### src/rtl/flow_sequence_loss_monitor_defines.svh
// assertion macros, sampled on clk and quiet while arst_n is low
`ifndef FLOW_SEQUENCE_LOSS_MONITOR_DEFINES_SVH
`define FLOW_SEQUENCE_LOSS_MONITOR_DEFINES_SVH

// consequent holds in the same cycle
`define FSLM_ASSERT_NOW(lbl, ante, cons, msg) \
	lbl: assert property (@(posedge clk) disable iff (!arst_n) (ante) |-> (cons)) \
		else $error(msg);

// consequent holds in the next cycle
`define FSLM_ASSERT_NEXT(lbl, ante, cons, msg) \
	lbl: assert property (@(posedge clk) disable iff (!arst_n) (ante) |=> (cons)) \
		else $error(msg);

`endif

### src/rtl/fslm_pkg.sv
`timescale 1ns / 1ps
`default_nettype none

package fslm_pkg;

	localparam int DEF_ENTRIES = 10;
	localparam logic [15:0] MIN_PACKET_BYTES = 16'd8;

	typedef enum logic [1:0] {
		REQ_PACKET  = 2'd0,
		REQ_ENABLE  = 2'd1,
		REQ_DISABLE = 2'd2,
		REQ_CLEAR   = 2'd3
	} req_t;

	typedef enum logic [3:0] {
		STS_SHORT       = 4'd0,
		STS_UNKNOWN     = 4'd1,
		STS_FIRST       = 4'd2,
		STS_IN_SEQ      = 4'd3,
		STS_GAP         = 4'd4,
		STS_ENABLED     = 4'd5,
		STS_ALREADY     = 4'd6,
		STS_FULL        = 4'd7,
		STS_EN_REFUSED  = 4'd8,
		STS_DISABLED    = 4'd9,
		STS_DIS_REFUSED = 4'd10,
		STS_NOT_FOUND   = 4'd11,
		STS_CLEARED     = 4'd12,
		STS_CLR_MISSING = 4'd13
	} status_t;

	typedef enum logic [1:0] {
		S_IDLE = 2'b01,
		S_UPD  = 2'b10
	} state_t;

	typedef struct packed {
		logic [31:0] last_seq;
		logic [31:0] rx;
		logic [31:0] in_order;
		logic [31:0] missing;
	} entry_t;

endpackage

`default_nettype wire

### src/rtl/flow_sequence_loss_monitor.sv
`timescale 1ns / 1ps
`default_nettype none
`include "flow_sequence_loss_monitor_defines.svh"

// Per-flow sequence loss monitor. A request is a packet (flow id, sequence number, length)
// or a command that enables, disables or clears a flow in a table of ENTRIES flows; every
// request gives exactly one result with a status, the entry's slot and its counters after
// the update. In the cycle a request is accepted the flow id is matched against all
// entries and the counter memory is read; in the update state that follows, the entry is
// updated and written back. The result sits in an output register, so a waiting result
// does not block the next request from being accepted, but that request's write-back waits
// until the output register is free. No clearing pass is needed after reset.
module flow_sequence_loss_monitor
	import fslm_pkg::*;
#(
	parameter int ENTRIES = DEF_ENTRIES
) (
	input  wire logic        clk,
	input  wire logic        arst_n,
	input  wire logic        req_valid,
	output      logic        req_stall,
	input  wire logic [1:0]  req_type,
	input  wire logic [31:0] flow_id,
	input  wire logic [31:0] sequence_number,
	input  wire logic [15:0] packet_length,
	input  wire logic        partner_accepts,
	output      logic        rsp_valid,
	input  wire logic        rsp_stall,
	output      logic [3:0]  status,
	output      logic [3:0]  slot,
	output      logic [31:0] received_total,
	output      logic [31:0] in_sequence_total,
	output      logic [31:0] missing_total,
	output      logic [31:0] gap_size
);

	localparam int IDX_W = (ENTRIES > 1) ? $clog2(ENTRIES) : 1;

	state_t state_q;

	logic [ENTRIES-1:0] active_q;
	logic [ENTRIES-1:0] seen_q;
	logic [ENTRIES-1:0] cnt_ok_q;
	logic [31:0]        flow_q [ENTRIES];

	entry_t mem [ENTRIES];

	logic             take;
	logic             hit;
	logic             free;
	logic [IDX_W-1:0] hidx;
	logic [IDX_W-1:0] fidx;

	req_t             req_s1;
	logic [31:0]      flow_s1;
	logic [31:0]      seq_s1;
	logic             short_s1;
	logic             acc_s1;
	logic             hit_s1;
	logic             free_s1;
	logic [IDX_W-1:0] hidx_s1;
	logic [IDX_W-1:0] fidx_s1;
	entry_t           rd_s1;

	entry_t           cur;
	entry_t           nw;
	entry_t           wr_data;
	logic             wr_en;
	logic [IDX_W-1:0] e_idx;
	logic [31:0]      gap;
	logic             out_free;
	logic             upd_go;
	status_t          o_status;
	logic             o_zero;
	logic [31:0]      o_gap;
	logic             upd_active;
	logic             act_val;
	logic             upd_flow;
	logic [31:0]      flow_val;
	logic             upd_seen;
	logic             seen_val;

	logic        rsp_valid_q;
	status_t     status_q;
	logic [3:0]  slot_q;
	logic [31:0] rx_q;
	logic [31:0] ino_q;
	logic [31:0] miss_q;
	logic [31:0] gap_q;

	assign req_stall = (state_q != S_IDLE);
	assign take      = req_valid && !req_stall;
	assign out_free  = !rsp_valid_q || !rsp_stall;
	assign upd_go    = (state_q == S_UPD) && out_free;

	// id match and first free entry, lowest index wins
	always_comb begin
		hit  = 1'b0;
		free = 1'b0;
		hidx = '0;
		fidx = '0;
		for (int i = ENTRIES - 1; i >= 0; i--) begin
			if ((flow_q[i] == flow_id) &&
			    (active_q[i] || (req_t'(req_type) == REQ_CLEAR))) begin
				hit  = 1'b1;
				hidx = IDX_W'(i);
			end
			if (!active_q[i]) begin
				free = 1'b1;
				fidx = IDX_W'(i);
			end
		end
	end

	always_ff @(posedge clk or negedge arst_n) begin
		if (!arst_n) begin
			state_q <= S_IDLE;
		end else begin
			unique case (state_q)
				S_IDLE: begin
					if (take) begin
						state_q <= S_UPD;
					end
				end
				S_UPD: begin
					if (out_free) begin
						state_q <= S_IDLE;
					end
				end
				default: begin
					state_q <= S_IDLE;
				end
			endcase
		end
	end

	always_ff @(posedge clk) begin
		if (take) begin
			req_s1   <= req_t'(req_type);
			flow_s1  <= flow_id;
			seq_s1   <= sequence_number;
			short_s1 <= (packet_length < MIN_PACKET_BYTES);
			acc_s1   <= partner_accepts;
			hit_s1   <= hit;
			free_s1  <= free;
			hidx_s1  <= hidx;
			fidx_s1  <= fidx;
			rd_s1    <= mem[hidx];
		end
		if (upd_go && wr_en) begin
			mem[e_idx] <= wr_data;
		end
	end

	// counters of a never written entry read as zero
	always_comb begin
		cur = rd_s1;
		if (!cnt_ok_q[hidx_s1]) begin
			cur.rx       = '0;
			cur.in_order = '0;
			cur.missing  = '0;
		end
	end

	assign gap = seq_s1 - cur.last_seq - 32'd1;

	always_comb begin
		nw         = cur;
		wr_en      = 1'b0;
		wr_data    = cur;
		e_idx      = hidx_s1;
		o_status   = STS_SHORT;
		o_zero     = 1'b1;
		o_gap      = '0;
		upd_active = 1'b0;
		act_val    = 1'b0;
		upd_flow   = 1'b0;
		flow_val   = flow_s1;
		upd_seen   = 1'b0;
		seen_val   = 1'b0;
		unique case (req_s1)
			REQ_PACKET: begin
				if (short_s1) begin
					o_status = STS_SHORT;
				end else if (!hit_s1) begin
					o_status = STS_UNKNOWN;
				end else begin
					nw.rx       = cur.rx + 32'd1;
					nw.last_seq = seq_s1;
					wr_en       = 1'b1;
					o_zero      = 1'b0;
					upd_seen    = 1'b1;
					seen_val    = 1'b1;
					if (!seen_q[hidx_s1]) begin
						o_status = STS_FIRST;
					end else if (gap == 32'd0) begin
						nw.in_order = cur.in_order + 32'd1;
						o_status    = STS_IN_SEQ;
					end else begin
						nw.missing = cur.missing + gap;
						o_gap      = gap;
						o_status   = STS_GAP;
					end
					wr_data = nw;
				end
			end
			REQ_ENABLE: begin
				if (hit_s1) begin
					o_status = STS_ALREADY;
					o_zero   = 1'b0;
				end else if (!free_s1) begin
					o_status = STS_FULL;
				end else begin
					e_idx      = fidx_s1;
					wr_en      = 1'b1;
					wr_data    = '0;
					nw         = '0;
					o_zero     = 1'b0;
					upd_seen   = 1'b1;
					upd_active = 1'b1;
					act_val    = acc_s1;
					upd_flow   = 1'b1;
					flow_val   = acc_s1 ? flow_s1 : 32'd0;
					o_status   = acc_s1 ? STS_ENABLED : STS_EN_REFUSED;
				end
			end
			REQ_DISABLE: begin
				if (!hit_s1) begin
					o_status = STS_NOT_FOUND;
				end else begin
					o_zero = 1'b0;
					if (acc_s1) begin
						upd_active = 1'b1;
						o_status   = STS_DISABLED;
					end else begin
						o_status = STS_DIS_REFUSED;
					end
				end
			end
			REQ_CLEAR: begin
				if (!hit_s1) begin
					o_status = STS_CLR_MISSING;
				end else begin
					nw.rx       = '0;
					nw.in_order = '0;
					nw.missing  = '0;
					wr_en       = 1'b1;
					wr_data     = nw;
					o_zero      = 1'b0;
					o_status    = STS_CLEARED;
				end
			end
			default: begin
				o_status = STS_SHORT;
			end
		endcase
	end

	always_ff @(posedge clk or negedge arst_n) begin
		if (!arst_n) begin
			active_q <= '0;
			seen_q   <= '0;
			cnt_ok_q <= '0;
			for (int i = 0; i < ENTRIES; i++) begin
				flow_q[i] <= '0;
			end
		end else if (upd_go) begin
			if (wr_en) begin
				cnt_ok_q[e_idx] <= 1'b1;
			end
			if (upd_seen) begin
				seen_q[e_idx] <= seen_val;
			end
			if (upd_active) begin
				active_q[e_idx] <= act_val;
			end
			if (upd_flow) begin
				flow_q[e_idx] <= flow_val;
			end
		end
	end

	always_ff @(posedge clk or negedge arst_n) begin
		if (!arst_n) begin
			rsp_valid_q <= 1'b0;
		end else if (upd_go) begin
			rsp_valid_q <= 1'b1;
		end else if (!rsp_stall) begin
			rsp_valid_q <= 1'b0;
		end
	end

	always_ff @(posedge clk) begin
		if (upd_go) begin
			status_q <= o_status;
			slot_q   <= o_zero ? 4'd0 : 4'(e_idx);
			rx_q     <= o_zero ? 32'd0 : nw.rx;
			ino_q    <= o_zero ? 32'd0 : nw.in_order;
			miss_q   <= o_zero ? 32'd0 : nw.missing;
			gap_q    <= o_gap;
		end
	end

	assign rsp_valid         = rsp_valid_q;
	assign status            = status_q;
	assign slot              = slot_q;
	assign received_total    = rx_q;
	assign in_sequence_total = ino_q;
	assign missing_total     = miss_q;
	assign gap_size          = gap_q;

	`FSLM_ASSERT_NEXT(a_take_to_upd, take, state_q == S_UPD, "accepted request did not start update")
	`FSLM_ASSERT_NEXT(a_upd_holds, (state_q == S_UPD) && !out_free,
		(state_q == S_UPD) && $stable(hidx_s1) && $stable(req_s1),
		"update step lost its request while the result register was busy")
	`FSLM_ASSERT_NOW(a_no_entry_zero, rsp_valid_q && (status_q == STS_SHORT ||
		status_q == STS_UNKNOWN || status_q == STS_FULL || status_q == STS_NOT_FOUND ||
		status_q == STS_CLR_MISSING), slot_q == 4'd0 && rx_q == 32'd0 && miss_q == 32'd0,
		"result without an entry carries entry data")
	`FSLM_ASSERT_NOW(a_gap_only_on_gap, rsp_valid_q && status_q != STS_GAP, gap_q == 32'd0,
		"gap reported on a result that is not a gap")
	`FSLM_ASSERT_NEXT(a_load_sets_valid, upd_go, rsp_valid_q, "result register not loaded")

endmodule

`default_nettype wire
### config.mk
export PLATFORM = sky130hd
export DESIGN_NAME = flow_sequence_loss_monitor
export DESIGN_NICKNAME = d
export VERILOG_FILES = /design/src/rtl/fslm_pkg.sv /design/src/rtl/flow_sequence_loss_monitor.sv
export VERILOG_INCLUDE_DIRS = /design/src /design/src/rtl
export SDC_FILE = /design/constraint.sdc
export NUM_CORES = 2
export LEC_CHECK = 0
export ABC_AREA = 1
export BUFFER_PORTS_ARGS = -buffer_cell sky130_fd_sc_hd__buf_4
export CAP_MARGIN = 20
export CORE_MARGIN = 5
export CORE_UTILIZATION = 25
export DETAILED_ROUTE_END_ITERATION = 8
export GPL_TIMING_DRIVEN = 0
export PLACE_DENSITY_LB_ADDON = 0.25
export SYNTH_ARGS = -nofsm -noshare
export SYNTH_HDL_FRONTEND = slang
export SYNTH_SLANG_ARGS = --single-unit
### constraint.sdc
create_clock -name clk -period 17.4 [get_ports clk]
set_input_delay 3.48 -clock clk [delete_from_list [all_inputs] [get_ports clk]]
set_output_delay 3.48 -clock clk [all_outputs]
set_load 0.05 [all_outputs]
==> metrics.md <==
| Metric | Value |
|---|---|
| Register area share after synthesis | 0.609 |
| Startpoint Class | input pin |
| Drt drc | 0 |
| LEAKAGE | 44.6 nW |
| FF-to-FF path depth | 29 |
| Switching part of the total | 0.267 |
| # Max-Cap Violations | 0 |
| PwrDens | 103 mW/mm^2 |
| Fin Clk Skew | 178 ps |
| DRT Pass-1 Iters | 6 |
| Reg clk slew, reported paths | approximately 60 ps |
| Root Buffer | clkbuf_16 |
| CTS tree | done |
| Layout Nets | approximately 11000 |
| TNS Setup | 0 ps |
| Register bit count reported by yosys | 1975 |
| Final setup fails | 0 |
| FFs w/ async S/R, synth | 0.179 |
| Switching power total | 0.00310 W |
| Synth Area per Inst | approximately 9.6 sq um |
| Wire per inst | 25.2 um |
| All-Layer GR Usage | 0.195 |
| IO buf count | 221 |
| Worst Tran Pin Value | 1200 ps |
| Syn Inst Count | 9850 |
| Worst path bufs/invs | 4 |
| Hold Vio Cnt, Final | 0 |
| Clock power share | 0.435 |
| Final WL | around 400000 um |
| Post-DP HPWL | 285000 um |
| Top cell type's share of synthesized area | 0.515 |
| WS Path Type | in2reg |
| Status | finished clean |
| Comb power frac | 0.106 |
| Share of layout cells above drive strength 1 | 0.107 |
| Post-route clock period utilization | 0.458 |
| Vias in the first global route | between 70000 and 80000 |
| Vias post-DR | around 74000 |
| Initial core utilization | 0.251 |
| Delay-heaviest family, CP | simple AND/OR/NAND/NOR gates |
| Relative slew slack | 0.197 |
| Cts repair resizes | 0 |
| Total congestion overflow | 0 |
| Pin count of the biggest net entering global routing | 109 |
| Initial DRC Count | 8009 |
| Die Y | 625 um |
| Clk Latency, worst-skew pair | 980 ps |
| Library cells used by synthesis | between 60 and 70 |
| Core Region | 0.376 sq mm |
| Crit path largest cell delay | 770 ps |
| Critical path depth in cells | 22 |
| Internal | 0.00850 W |
| Worst Path Arrival | 8560 ps |
| Cell Area, Synth | 0.0945 sq mm |
| Avg Vias per Cell | 4.77 |
| Fin crit period | 7960 ps |
| Row Count | 225 |
| Syn-to-layout area delta | 19.1% |
| Antenna violations before repair | 30 |
| I/O Pins | around 230 |
| Critical path endpoint category | register |
| Post-synth top flop | edfxtp_1 |
| Yosys top cell by area | edfxtp_1 |
| First-pass GRT wire length | approximately 550000 um |
| H-tree lvl count | 4 |
| Yosys warns | 0 |
| Synth top area cells | edfxtp_1 (52%), nand2_1 (12%), dfrtp_1 (9.3%) |
| CTS Buf Count | 230 |
| Post-CTS Setup Inserts | 0 |
| Total power draw | 0.0116 W |
| Max Slew Vio Count | 0 |
| Die X | 625 um |
| Routed Antenna Nets | 0 |
| Clk sinks | 1975 |
| Hold path depth | 2 |
| Crit-path slowest cell | buf_2 |
| Hold crit path type | reg2reg |
| Top cell by count, worst path | nand2_1 |
| Synth Net Count | 9997 |
| Sequential fraction of design power | 0.458 |
| Unrepaired setup endpoints after global routing | false |
| Peak VDD IR | 0.0740 mV |
| Critical-path cell list | buf_4 -> buf_2 -> xnor2_1 -> nand3_1 -> nor2_1 -> nand2_1 -> nor4_1 -> nand4_1 -> nand2_1 -> nand2_1 -> nand2_1 -> nand2_1 -> nand2_1 -> nand2_2 -> nand2_1 -> buf_2 -> buf_2 -> nand2_1 -> nand3_1 -> nand3_1 -> nand3_1 -> nand2_1 |
| F_max | ~0.13 GHz |
| Critical path fanouts, max | 10 |
| Die ar. | 0.390 sq mm |
| Gp weighted congestion | 0.929 |
| Post-synth EDFFs | between 1500 and 2000 |
| CTS Hold Buffers Added | 0 |
| Critical Path RT | 18000 ps |
| Clock Path Buffers | 4 |
[layout by cell type (no fill, tap or decap), types with 12 or more instances in the layout]
master / netlist / layout
a21oi_1: 326 / 325
nand3_2: 11 / 12
buf_2: 195 / 211
nor2_1: 395 / 383
dfrtp_1: 352 / 352
clkbuf_16: 0 / 233
buf_6: 17 / 20
buf_1: 30 / 30
nand3_1: 1057 / 1056
o211ai_1: 17 / 17
bufinv_16: 0 / 30
nor4_1: 61 / 61
nor3_2: 12 / 12
clkinv_2: 0 / 45
nor2_4: 4 / 16
xnor2_1: 157 / 157
o21ai_0: 382 / 376
nand2_2: 38 / 38
inv_2: 36 / 36
inv_1: 943 / 943
nor2_2: 30 / 30
o21a_1: 157 / 157
nor3_1: 76 / 76
buf_4: 35 / 266
xor2_1: 74 / 74
nand2_1: 3045 / 3045
clkinv_1: 12 / 46
nand3b_1: 227 / 227
o21ai_1: 57 / 63
buf_16: 0 / 18
nand4_1: 136 / 136
ha_1: 58 / 58
buf_12: 0 / 72
clkbuf_1: 185 / 221
edfxtp_1: 1622 / 1622
[routing by layer]
metal | vias to the layer above | wire, um | global-route usage
li1 | 34300 | - | -
met1 | 36500 | 170000 | 0.264
met2 | 2955 | 171000 | 0.299
met3 | 688 | 28300 | 0.0334
met4 | 8 | 24800 | 0.105
met5 | - | 59 | 0
[metrics by stage]
stage	cells	setup WS, ps	hold WS (ps)	instance area (sq um)	util
floorplan	9850	637	424	94500	-
global placement	15100	-12120	440	102000	0.272
detailed placement	15200	8640	445	105000	0.279
CTS	15600	9600	425	112000	0.299
global route	15600	9480	477	113000	0.299
finish	15600	9440	431	113000	0.299
[state kept, by name, indices dropped and copies added (netlist names), 4 cells and up]
name	count
cnt_ok_q	10
slot	4
flow_s1	32
missing_total	32
fidx_s1	4
gap_size	32
in_sequence_total	32
active_q	10
cur	32
received_total	32
status	4
seen_q	10
hidx_s1	4
rd_s1	96
flow_q	320
mem	1280
seq_s1	32
[logic make-up (layout without fill, tap and decap cells)]
| logic type | after synthesis | after routing | share of synthesized area |
|---|---|---|---|
| buffers and inverters | 1454 | 2231 | 0.0631 |
| other | 0 | 8 | 0 |
| AOI/OAI and AO/OA | 977 | 977 | 0.0575 |
| and+or+nand+nor | 5152 | 5152 | 0.241 |
| DFF | 1975 | 1975 | 0.609 |
| adders and majority gates | 60 | 60 | 0.00810 |
| xor gates and xnor gates | 232 | 232 | 0.0216 |
[cell usage after synthesis (17+ instances only)]
| cell type | number |
|---|---|
| nand2_1 | 3045 |
| edfxtp_1 | 1622 |
| nand3_1 | 1057 |
| inv_1 | 943 |
| nor2_1 | 395 |
| o21ai_0 | 382 |
| dfrtp_1 | 352 |
| a21oi_1 | 326 |
| nand3b_1 | 227 |
| buf_2 | 195 |
| clkbuf_1 | 185 |
| o21a_1 | 157 |
| xnor2_1 | 157 |
| nand4_1 | 136 |
| nor3_1 | 76 |
| xor2_1 | 74 |
| nor4_1 | 61 |
| ha_1 | 58 |
| o21ai_1 | 57 |
| nand2_2 | 38 |
| inv_2 | 36 |
| buf_4 | 35 |
| buf_1 | 30 |
| nor2_2 | 30 |
| buf_6 | 17 |
| o211ai_1 | 17 |
[worst reg2reg max path: cells and delay by family (launching register included)]
kind            cells  cell delay, ps
flops               1             500
fa+ha+maj           2             650
simple gates       19            2830
compound gates      2             580
buf+inv             6            1870
[power groups by stage]
stage	clock (W)	combinational [W]	sequential, W
after floorplan	0	0.000600	0.00546
after global placement	0	0.00117	0.00545
after detailed placement	0	0.00121	0.00541
after CTS	0.00514	0.00122	0.00532
after global routing	0.00532	0.00132	0.00532
final	0.00505	0.00123	0.00531
[worst paths after layout]
| check | startpoint | end | slack [ps] |
|---|---|---|---|
| setup / recovery | flow_id[25] | cur[127] | 9440 |
| hold / removal | mem[9][96] | cur[96] | 430 |
| setup reg to reg | hidx_s1[1] | mem[7][30] | 10620 |
| max in group asynchronous | arst_n | cnt_ok_q[2] | 13320 |
| min in group asynchronous | arst_n | flow_q[56] | 2620 |
| hold reg to reg | mem[9][96] | cur[96] | 430 |
[cell type report]
cell class	instances	area, sq um
Buffer	462	2240
Clock buffer	286	6140
Sequential cell	1975	57500
Fill cell	39600	264000
Inverter	992	3730
Multi-Input combinational cell	6421	31100
Clock inverter	138	1570
Tap cell	4994	6250
Timing Repair Buffer	353	3960
Antenna cell	8	20.0
Note: power is estimated with default switching activity, not from simulation.
